File: src/rtl/core/mpct_pkg.sv
// Types and constants of the mouse packet cursor tracker.
package mpct_pkg;

	localparam int LIMIT_W  = 13;
	localparam int CURSOR_W = 12;
	localparam int BTN_W    = 3;

	typedef logic [7:0]          rx_byte_t;
	typedef logic [LIMIT_W-1:0]  limit_t;
	typedef logic [CURSOR_W-1:0] cursor_t;
	typedef logic [BTN_W-1:0]    btn_t;
	typedef logic [1:0]          byte_pos_t;
	typedef logic [0:0]          cfg_idx_t;

	localparam logic     CMD_BYTE = 1'b0;
	localparam logic     CMD_TICK = 1'b1;

	localparam cfg_idx_t REG_SCREEN_WIDTH  = 1'b0;
	localparam cfg_idx_t REG_SCREEN_HEIGHT = 1'b1;

	localparam limit_t   WIDTH_RESET  = 13'd640;
	localparam limit_t   HEIGHT_RESET = 13'd480;

	localparam byte_pos_t POS_FIRST = 2'd0;
	localparam byte_pos_t POS_LAST  = 2'd2;

endpackage

File: src/rtl/core/mpct_if.sv
// Channel interfaces: mouse input, cursor result and configuration write.
interface mpct_in_if;
	import mpct_pkg::*;
	logic     valid;
	logic     ready;
	logic     cmd;
	rx_byte_t rx_byte;
	modport source (output valid, output cmd, output rx_byte, input ready);
	modport sink (input valid, input cmd, input rx_byte, output ready);
endinterface

interface mpct_out_if;
	import mpct_pkg::*;
	logic    valid;
	logic    ready;
	cursor_t cursor_x;
	cursor_t cursor_y;
	btn_t    buttons;
	logic    packet_done;
	modport source (output valid, output cursor_x, output cursor_y, output buttons,
		output packet_done, input ready);
	modport sink (input valid, input cursor_x, input cursor_y, input buttons,
		input packet_done, output ready);
endinterface

interface mpct_cfg_if;
	import mpct_pkg::*;
	logic     valid;
	logic     ready;
	cfg_idx_t index;
	limit_t   data;
	modport source (output valid, output index, output data, input ready);
	modport sink (input valid, input index, input data, output ready);
endinterface

File: src/rtl/core/mpct_clamp.sv
// Cursor axis update: add pending motion and clamp into the screen range.
module mpct_clamp #(
	parameter int ACCUM_WIDTH = 16,
	parameter int POS_WIDTH   = 12
) (
	input  logic [POS_WIDTH-1:0]          pos,
	input  logic signed [ACCUM_WIDTH-1:0] delta,
	input  mpct_pkg::limit_t              limit,
	output logic [POS_WIDTH-1:0]          next_pos
);
	import mpct_pkg::*;

	localparam int CW = ACCUM_WIDTH + POS_WIDTH + 2;
	localparam logic signed [CW-1:0] ONE  = {{(CW-1){1'b0}}, 1'b1};
	localparam logic signed [CW-1:0] SPAN =
		{{(CW-POS_WIDTH-1){1'b0}}, 1'b1, {POS_WIDTH{1'b0}}};

	logic signed [CW-1:0] sum;
	logic signed [CW-1:0] lim_ext;
	logic signed [CW-1:0] lim_eff;
	logic signed [CW-1:0] top;

	always_comb begin
		sum = signed'({{(CW-POS_WIDTH){1'b0}}, pos})
			+ signed'({{(CW-ACCUM_WIDTH){delta[ACCUM_WIDTH-1]}}, delta});
		lim_ext = signed'({{(CW-LIMIT_W){1'b0}}, limit});
		if (lim_ext == '0) begin
			lim_eff = ONE;
		end else if (lim_ext > SPAN) begin
			lim_eff = SPAN;
		end else begin
			lim_eff = lim_ext;
		end
		top = lim_eff - ONE;
		if (sum < 0) begin
			next_pos = '0;
		end else if (sum >= lim_eff) begin
			next_pos = top[POS_WIDTH-1:0];
		end else begin
			next_pos = sum[POS_WIDTH-1:0];
		end
	end

endmodule

File: src/rtl/core/mouse_packet_cursor_tracker_unit.sv
// Top level: PS/2 packet decoder, motion accumulator and cursor tracker.
//
//   channel  dir  beat                               accepted when
//   mouse    in   cmd, rx_byte                       mouse.valid && mouse.ready
//   cursor   out  cursor_x, cursor_y, buttons, done  cursor.valid && cursor.ready
//   cfg      in   index, data                        cfg.valid (ready tied high)
//
// One beat per cycle sustained while cursor.ready is high; each input beat passes the input
// register, then the update logic into the result register.
// A stall on cursor holds the result register and a full input register; mouse.ready drops only when both are full.
// Reset: cursor at 320/240 masked to POS_WIDTH, sums and buttons zero, screen 640x480.
module mouse_packet_cursor_tracker_unit #(
	parameter int ACCUM_WIDTH = 16,
	parameter int POS_WIDTH   = 12
) (
	input  logic        clk,
	input  logic        arst_n,
	mpct_in_if.sink     mouse,
	mpct_out_if.source  cursor,
	mpct_cfg_if.sink    cfg
);
	import mpct_pkg::*;

	localparam logic signed [ACCUM_WIDTH-1:0] AMAX = {1'b0, {(ACCUM_WIDTH-1){1'b1}}};
	localparam logic signed [ACCUM_WIDTH-1:0] AMIN = {1'b1, {(ACCUM_WIDTH-1){1'b0}}};
	localparam logic [POS_WIDTH-1:0] X_RESET = POS_WIDTH'(320);
	localparam logic [POS_WIDTH-1:0] Y_RESET = POS_WIDTH'(240);

	// input stage
	logic     valid_s1;
	logic     cmd_s1;
	rx_byte_t byte_s1;

	// tracker state
	limit_t                        width_q;
	limit_t                        height_q;
	byte_pos_t                     bpos_q;
	btn_t                          held_btn_q;
	rx_byte_t                      held_dx_q;
	logic signed [ACCUM_WIDTH-1:0] dx_q;
	logic signed [ACCUM_WIDTH-1:0] dy_q;
	btn_t                          btn_q;
	logic [POS_WIDTH-1:0]          x_q;
	logic [POS_WIDTH-1:0]          y_q;

	// result register
	logic    out_valid_q;
	cursor_t out_x_q;
	cursor_t out_y_q;
	btn_t    out_btn_q;
	logic    out_done_q;

	logic                          advance;
	logic                          take;
	logic                          last_byte;
	logic                          move;
	logic signed [ACCUM_WIDTH:0]   dx_wide;
	logic signed [ACCUM_WIDTH:0]   dy_wide;
	logic signed [ACCUM_WIDTH-1:0] dx_sat;
	logic signed [ACCUM_WIDTH-1:0] dy_sat;
	logic [POS_WIDTH-1:0]          x_clamped;
	logic [POS_WIDTH-1:0]          y_clamped;
	logic [POS_WIDTH-1:0]          x_next;
	logic [POS_WIDTH-1:0]          y_next;
	btn_t                          btn_next;

	assign advance      = !out_valid_q || cursor.ready;
	assign mouse.ready  = !valid_s1 || advance;
	assign take         = valid_s1 && advance;
	assign cfg.ready    = 1'b1;

	assign cursor.valid       = out_valid_q;
	assign cursor.cursor_x    = out_x_q;
	assign cursor.cursor_y    = out_y_q;
	assign cursor.buttons     = out_btn_q;
	assign cursor.packet_done = out_done_q;

	assign last_byte = (cmd_s1 == CMD_BYTE) && (bpos_q == POS_LAST);
	assign move      = (cmd_s1 == CMD_TICK) && ((dx_q != '0) || (dy_q != '0));

	always_comb begin
		dx_wide = signed'({dx_q[ACCUM_WIDTH-1], dx_q})
			+ signed'({{(ACCUM_WIDTH-7){held_dx_q[7]}}, held_dx_q});
		dy_wide = signed'({dy_q[ACCUM_WIDTH-1], dy_q})
			- signed'({{(ACCUM_WIDTH-7){byte_s1[7]}}, byte_s1});
		if (dx_wide[ACCUM_WIDTH] != dx_wide[ACCUM_WIDTH-1]) begin
			dx_sat = dx_wide[ACCUM_WIDTH] ? AMIN : AMAX;
		end else begin
			dx_sat = dx_wide[ACCUM_WIDTH-1:0];
		end
		if (dy_wide[ACCUM_WIDTH] != dy_wide[ACCUM_WIDTH-1]) begin
			dy_sat = dy_wide[ACCUM_WIDTH] ? AMIN : AMAX;
		end else begin
			dy_sat = dy_wide[ACCUM_WIDTH-1:0];
		end
		x_next   = move ? x_clamped : x_q;
		y_next   = move ? y_clamped : y_q;
		btn_next = last_byte ? held_btn_q : btn_q;
	end

	mpct_clamp #(
		.ACCUM_WIDTH (ACCUM_WIDTH),
		.POS_WIDTH   (POS_WIDTH)
	) u_clamp_x (
		.pos      (x_q),
		.delta    (dx_q),
		.limit    (width_q),
		.next_pos (x_clamped)
	);

	mpct_clamp #(
		.ACCUM_WIDTH (ACCUM_WIDTH),
		.POS_WIDTH   (POS_WIDTH)
	) u_clamp_y (
		.pos      (y_q),
		.delta    (dy_q),
		.limit    (height_q),
		.next_pos (y_clamped)
	);

	always_ff @(posedge clk or negedge arst_n) begin
		if (!arst_n) begin
			width_q  <= WIDTH_RESET;
			height_q <= HEIGHT_RESET;
		end else if (cfg.valid) begin
			case (cfg.index)
				REG_SCREEN_WIDTH:  width_q  <= cfg.data;
				REG_SCREEN_HEIGHT: height_q <= cfg.data;
				default: ;
			endcase
		end
	end

	always_ff @(posedge clk or negedge arst_n) begin
		if (!arst_n) begin
			valid_s1 <= 1'b0;
		end else if (mouse.valid && mouse.ready) begin
			valid_s1 <= 1'b1;
		end else if (advance) begin
			valid_s1 <= 1'b0;
		end
	end

	always_ff @(posedge clk) begin
		if (mouse.valid && mouse.ready) begin
			cmd_s1  <= mouse.cmd;
			byte_s1 <= mouse.rx_byte;
		end
	end

	always_ff @(posedge clk or negedge arst_n) begin
		if (!arst_n) begin
			bpos_q <= POS_FIRST;
			dx_q   <= '0;
			dy_q   <= '0;
			btn_q  <= '0;
			x_q    <= X_RESET;
			y_q    <= Y_RESET;
		end else if (take) begin
			x_q   <= x_next;
			y_q   <= y_next;
			btn_q <= btn_next;
			if (cmd_s1 == CMD_BYTE) begin
				if (last_byte) begin
					dx_q   <= dx_sat;
					dy_q   <= dy_sat;
					bpos_q <= POS_FIRST;
				end else begin
					bpos_q <= bpos_q + 2'd1;
				end
			end else if (move) begin
				dx_q <= '0;
				dy_q <= '0;
			end
		end
	end

	// hold the first two bytes of the packet
	always_ff @(posedge clk) begin
		if (take && (cmd_s1 == CMD_BYTE) && !last_byte) begin
			if (bpos_q == POS_FIRST) begin
				held_btn_q <= byte_s1[BTN_W-1:0];
			end else begin
				held_dx_q <= byte_s1;
			end
		end
	end

	always_ff @(posedge clk or negedge arst_n) begin
		if (!arst_n) begin
			out_valid_q <= 1'b0;
		end else if (take) begin
			out_valid_q <= 1'b1;
		end else if (cursor.ready) begin
			out_valid_q <= 1'b0;
		end
	end

	always_ff @(posedge clk) begin
		if (take) begin
			out_x_q    <= CURSOR_W'(x_next);
			out_y_q    <= CURSOR_W'(y_next);
			out_btn_q  <= btn_next;
			out_done_q <= last_byte;
		end
	end

endmodule

File: src/flat_wrapper.sv
// flat-port wrapper written by rule: the top's interface ports become plain ports
module mouse_packet_cursor_tracker_unit_flat import mpct_pkg::*;
#(
	parameter int ACCUM_WIDTH = 16,
	parameter int POS_WIDTH   = 12
)
  (clk, arst_n, mouse_valid, mouse_cmd, mouse_rx_byte, mouse_ready, cursor_valid, cursor_cursor_x, cursor_cursor_y, cursor_buttons, cursor_packet_done, cursor_ready, cfg_valid, cfg_index, cfg_data, cfg_ready);
  mpct_in_if mouse_i ();
  mpct_out_if cursor_i ();
  mpct_cfg_if cfg_i ();
  input  logic clk;
  input  logic arst_n;
  input wire logic [$bits(mouse_i.valid)-1:0] mouse_valid;
  input wire logic [$bits(mouse_i.cmd)-1:0] mouse_cmd;
  input wire logic [$bits(mouse_i.rx_byte)-1:0] mouse_rx_byte;
  output wire logic [$bits(mouse_i.ready)-1:0] mouse_ready;
  output wire logic [$bits(cursor_i.valid)-1:0] cursor_valid;
  output wire logic [$bits(cursor_i.cursor_x)-1:0] cursor_cursor_x;
  output wire logic [$bits(cursor_i.cursor_y)-1:0] cursor_cursor_y;
  output wire logic [$bits(cursor_i.buttons)-1:0] cursor_buttons;
  output wire logic [$bits(cursor_i.packet_done)-1:0] cursor_packet_done;
  input wire logic [$bits(cursor_i.ready)-1:0] cursor_ready;
  input wire logic [$bits(cfg_i.valid)-1:0] cfg_valid;
  input wire logic [$bits(cfg_i.index)-1:0] cfg_index;
  input wire logic [$bits(cfg_i.data)-1:0] cfg_data;
  output wire logic [$bits(cfg_i.ready)-1:0] cfg_ready;
  assign mouse_i.valid = mouse_valid;
  assign mouse_i.cmd = mouse_cmd;
  assign mouse_i.rx_byte = mouse_rx_byte;
  assign mouse_ready = mouse_i.ready;
  assign cursor_valid = cursor_i.valid;
  assign cursor_cursor_x = cursor_i.cursor_x;
  assign cursor_cursor_y = cursor_i.cursor_y;
  assign cursor_buttons = cursor_i.buttons;
  assign cursor_packet_done = cursor_i.packet_done;
  assign cursor_i.ready = cursor_ready;
  assign cfg_i.valid = cfg_valid;
  assign cfg_i.index = cfg_index;
  assign cfg_i.data = cfg_data;
  assign cfg_ready = cfg_i.ready;
  mouse_packet_cursor_tracker_unit #(.ACCUM_WIDTH(ACCUM_WIDTH), .POS_WIDTH(POS_WIDTH)) u_core (.clk(clk), .arst_n(arst_n), .mouse(mouse_i), .cursor(cursor_i), .cfg(cfg_i));
endmodule
File: config.mk
export PLATFORM = sky130hd
export DESIGN_NAME = mouse_packet_cursor_tracker_unit_flat
export DESIGN_NICKNAME = d
export VERILOG_FILES = /design/src/rtl/core/mpct_pkg.sv /design/src/rtl/core/mpct_if.sv /design/src/rtl/core/mpct_clamp.sv /design/src/rtl/core/mouse_packet_cursor_tracker_unit.sv /design/src/flat_wrapper.sv
export SDC_FILE = /design/constraint.sdc
export NUM_CORES = 1
export LEC_CHECK = 0
export ABC_AREA = 1
export BUFFER_PORTS_ARGS = -buffer_cell sky130_fd_sc_hd__clkbuf_2
export CORE_ASPECT_RATIO = 0.9
export CORE_MARGIN = 5
export CORE_UTILIZATION = 60
export CTS_CLUSTER_DIAMETER = 100
export DETAILED_ROUTE_END_ITERATION = 6
export PLACE_DENSITY = 0.78
export SLEW_MARGIN = 30
export SYNTH_ARGS = -nofsm -noshare
export SYNTH_HDL_FRONTEND = slang
export SYNTH_HIERARCHICAL = 1
export SYNTH_SLANG_ARGS = --single-unit
File: constraint.sdc
create_clock -name clk -period 4.65 [get_ports clk]
set_input_delay 0.6975 -clock clk [delete_from_list [all_inputs] [get_ports clk]]
set_output_delay 0.6975 -clock clk [all_outputs]
set_load 0.01 [all_outputs]
==> results_dict.tcl <==
set metrics [dict create \
    crit_start "u_core/dy_q[0]$_DFFE_PN0P_" \
    num_io_pins 59 \
    avgSynthCellArea_um2 7.04 \
    holdBufCountCts 0 \
    wirelength_um 28800 \
    post_cts_buffers 0 \
    nets 1776 \
    synth_top_family_by_area "simple AND/OR/NAND/NOR gates" \
    cts_tree "built" \
    synth_edf_count 48 \
    antenna_found_initial 0 \
    portBuffers 57 \
    end_kind "register" \
    worstSetupPathType "reg2reg" \
    hold_viol_final 0 \
    rsz0062_at_grt "false" \
    grt-ovfl-total 0 \
    finalSetupViolCount 0 \
    synthTopCellsByArea "nand2_1 (18%), dfrtp_1 (17%), edfxtp_1 (13%)" \
    async_reset_ff_share_pct 65.0 \
    final_layout_size_suffix_gt1_share_pct 13.0 \
    yosys.area_share.simple_pct 36.8 \
    synthToLayoutAreaGrowth_pct 9.30 \
    synth_compound_area_share_pct 7.80 \
    start_util_pct 61.5 \
    cts_made_buffers 17 \
    clkTransAtPathRegs_ns 0.06 \
    r2r_setup_slack_ns 0.68 \
    drt_pass1_iterations 5 \
    synth.distinct_cells 43 \
    die_h_um 141 \
    clock_skew_ns 0.00736 \
    post-synth-top-area-fraction_pct 17.6 \
    synth-xor-area-share_pct 3.54 \
    cp.arrival_ns 4.16 \
    start_kind "register" \
    root_buffer "clkbuf_16" \
    viasPerCell 5.45 \
    drc 0 \
    multi_input_area_um2 6620 \
    clk_latency_ns 0.43 \
    drv_slew 0 \
    regToRegStartpoint "u_core/dy_q[0]$_DFFE_PN0P_" \
    diodes 0 \
    synth_cells 1616 \
    drtAntennaViolNets 0 \
    crit_required_ns 4.84 \
    period_needed_ns 3.97 \
    ys_seq_area_share_pct 32.4 \
    avgRoutedWirePerCell_um 15.0 \
    synthMuxAreaShare_pct 0 \
    routed-wl-met2_um 13500 \
    dr_wl_met3_um 1570 \
    core_region_area_um2 18500 \
    num_vias 10500 \
    setup_slack_ns 0.677 \
    n_fill_cell 1605 \
    cts_max_level 4 \
    maxSlewHeadroom_pct 43.3 \
    fmax_ghz 0.252 \
    highest_layer "met4" \
    cts_buffer_depth 2 \
    first_global_vias 9740 \
    synth_fa_ha_area_share_pct 9.94 \
    whs_ns 0.135 \
    drt_iter0_markers 921 \
    synth-main-ff-cell "dfrtp_1" \
    yosys.area.top_type "nand2_1" \
    ys_ff_latch 137 \
    drv_cap 0 \
    dp_slack_ns 0.735 \
    die-area_um2 21800 \
    die-width_um 155 \
    synth_nets 1732 \
    cts.sinks 137 \
    status "complete, no violations" \
    regArea_um2 3680 \
    grt_max_degree 64 \
    min_path_type "in2async" \
    gp_congestion 0.927 \
    period_share_pct 85.4 \
    grtUsageTotal_pct 26.7 \
    tightest_slew_ns 0.839 \
    yosysWarningCount 6 \
    wl_met1_um 13000 \
    fp-row-count 47 \
    worstPathMaxFanout 12 \
    setup_tns_ns 0 \
    dpl.hpwl_um 21400 \
    postCtsResizedCells 0 \
    grt_pass1_wl_um 47600 \
    syn_area_um2 11400 \
]
cells in the final DEF, fill, tap and decap left out, drive strengths merged, types with 5 or more instances in the layout:
cell type  count
nand2        578
inv          226
nand3        162
nor2         119
ha            84
dfrtp         77
clkbuf        73
o21ai         66
a21oi         56
edfxtp        48
and2          31
xnor2         27
xor2          19
nor3          15
o21bai        14
dfstp         12
nand3b        11
nand4         10
nor4           8
clkinv         7
bufinv         5
buf            5
metrics by stage:
step / utilization (%) / std cells / instance area [um^2]
global placement: 63.5 / 1885 / 11800
global route: 67.2 / 1918 / 12400
detailed placement: 63.5 / 1885 / 11800
floorplan: - / 1616 / 11400
CTS: 67.0 / 1917 / 12400
finish: 67.2 / 1918 / 12400
Yosys cell counts (all sizes together) (2+ instances only):
library cell  instances
nand3               162
a21oi                56
dfrtp                77
o41ai                 4
buf                  26
nand4                10
and2                 31
nor4                  8
edfxtp               48
clkbuf               10
ha                   84
o221ai                2
nand2               578
nor2                119
nand3b               11
o21ai                66
a21o                  2
fa                    4
xor2                 19
nor3                 15
dfstp                12
xnor2                27
o21bai               14
a31oi                 3
inv                 224
critical path, stage by stage (launching register included):
cell and delay, ns:
dfrtp_1 0.40, ha_1 0.21, inv_1 0.06, fa_1 0.41, o21bai_1 0.25, a21oi_1 0.15, o221ai_1 0.20, xor2_1 0.18
ha_1 0.26, nand2_1 0.08, nor2_1 0.06, and2_1 0.14, nand2_1 0.06, nand3_1 0.06, nor2_1 0.14, inv_1 0.05
nor2_1 0.12, nand2_2 0.18, nand2_1 0.17, inv_1 0.06, nand2_1 0.07, nand2_1 0.05, inv_1 0.06, nand3_1 0.10
and2_1 0.21
sequential cells by signal (all words and copies together) (netlist names), 2 cells and up:
signal                  count
u_core/byte_s1              8
u_core/cursor.cursor_x     12
u_core/height_q            13
u_core/held_dx_q            8
u_core/held_btn_q           3
u_core/dy_q                16
u_core/y_q                 12
u_core/x_q                 12
u_core/cursor.buttons       3
u_core/width_q             13
u_core/cursor.cursor_y     12
u_core/btn_q                3
u_core/bpos_q               2
u_core/dx_q                16
cells by family after synthesis:
| family | Yosys count |
|---|---|
| xor gates and xnor gates | 46 |
| AOI/OAI and AO/OA | 147 |
| adders and majority gates | 88 |
| other | 1 |
| and+or+nand+nor | 936 |
| DFF | 137 |
| buffers and inverters | 261 |
layout make-up:
cell class              count  area share (%)
clock buffers              17            3.42
clock inverters            15            1.81
inverters                 225            6.79
multi-input cells        1218            53.2
flip-flops and latches    137            29.6
well taps                 245            2.46
repair buffers             61            2.72
metal layers:
metal	up-vias	global-route usage [%]
li1	5265	-
met1	4829	36.0
met2	299	43.6
met3	61	4.72
met4	0	9.40
met5	-	0
path summary, 6_finish.rpt:
check	end	cells after the start
setup / recovery	u_core/cursor.cursor_y[10]$_DFFE_PP_	24
hold / removal	u_core/width_q[4]$_DFFE_PN0P_	1
setup reg to reg	u_core/cursor.cursor_y[10]$_DFFE_PP_	24
hold reg to reg	u_core/held_dx_q[7]$_DFFE_PP_	0
max in group asynchronous	u_core/dx_q[2]$_DFFE_PN0P_	2
min in group clk	u_core/cmd_s1$_DFFE_PP_	1
Power is left out: the tool's default activity adds up to more than one toggle a clock period on the data nets, which glitch-free logic cannot reach.
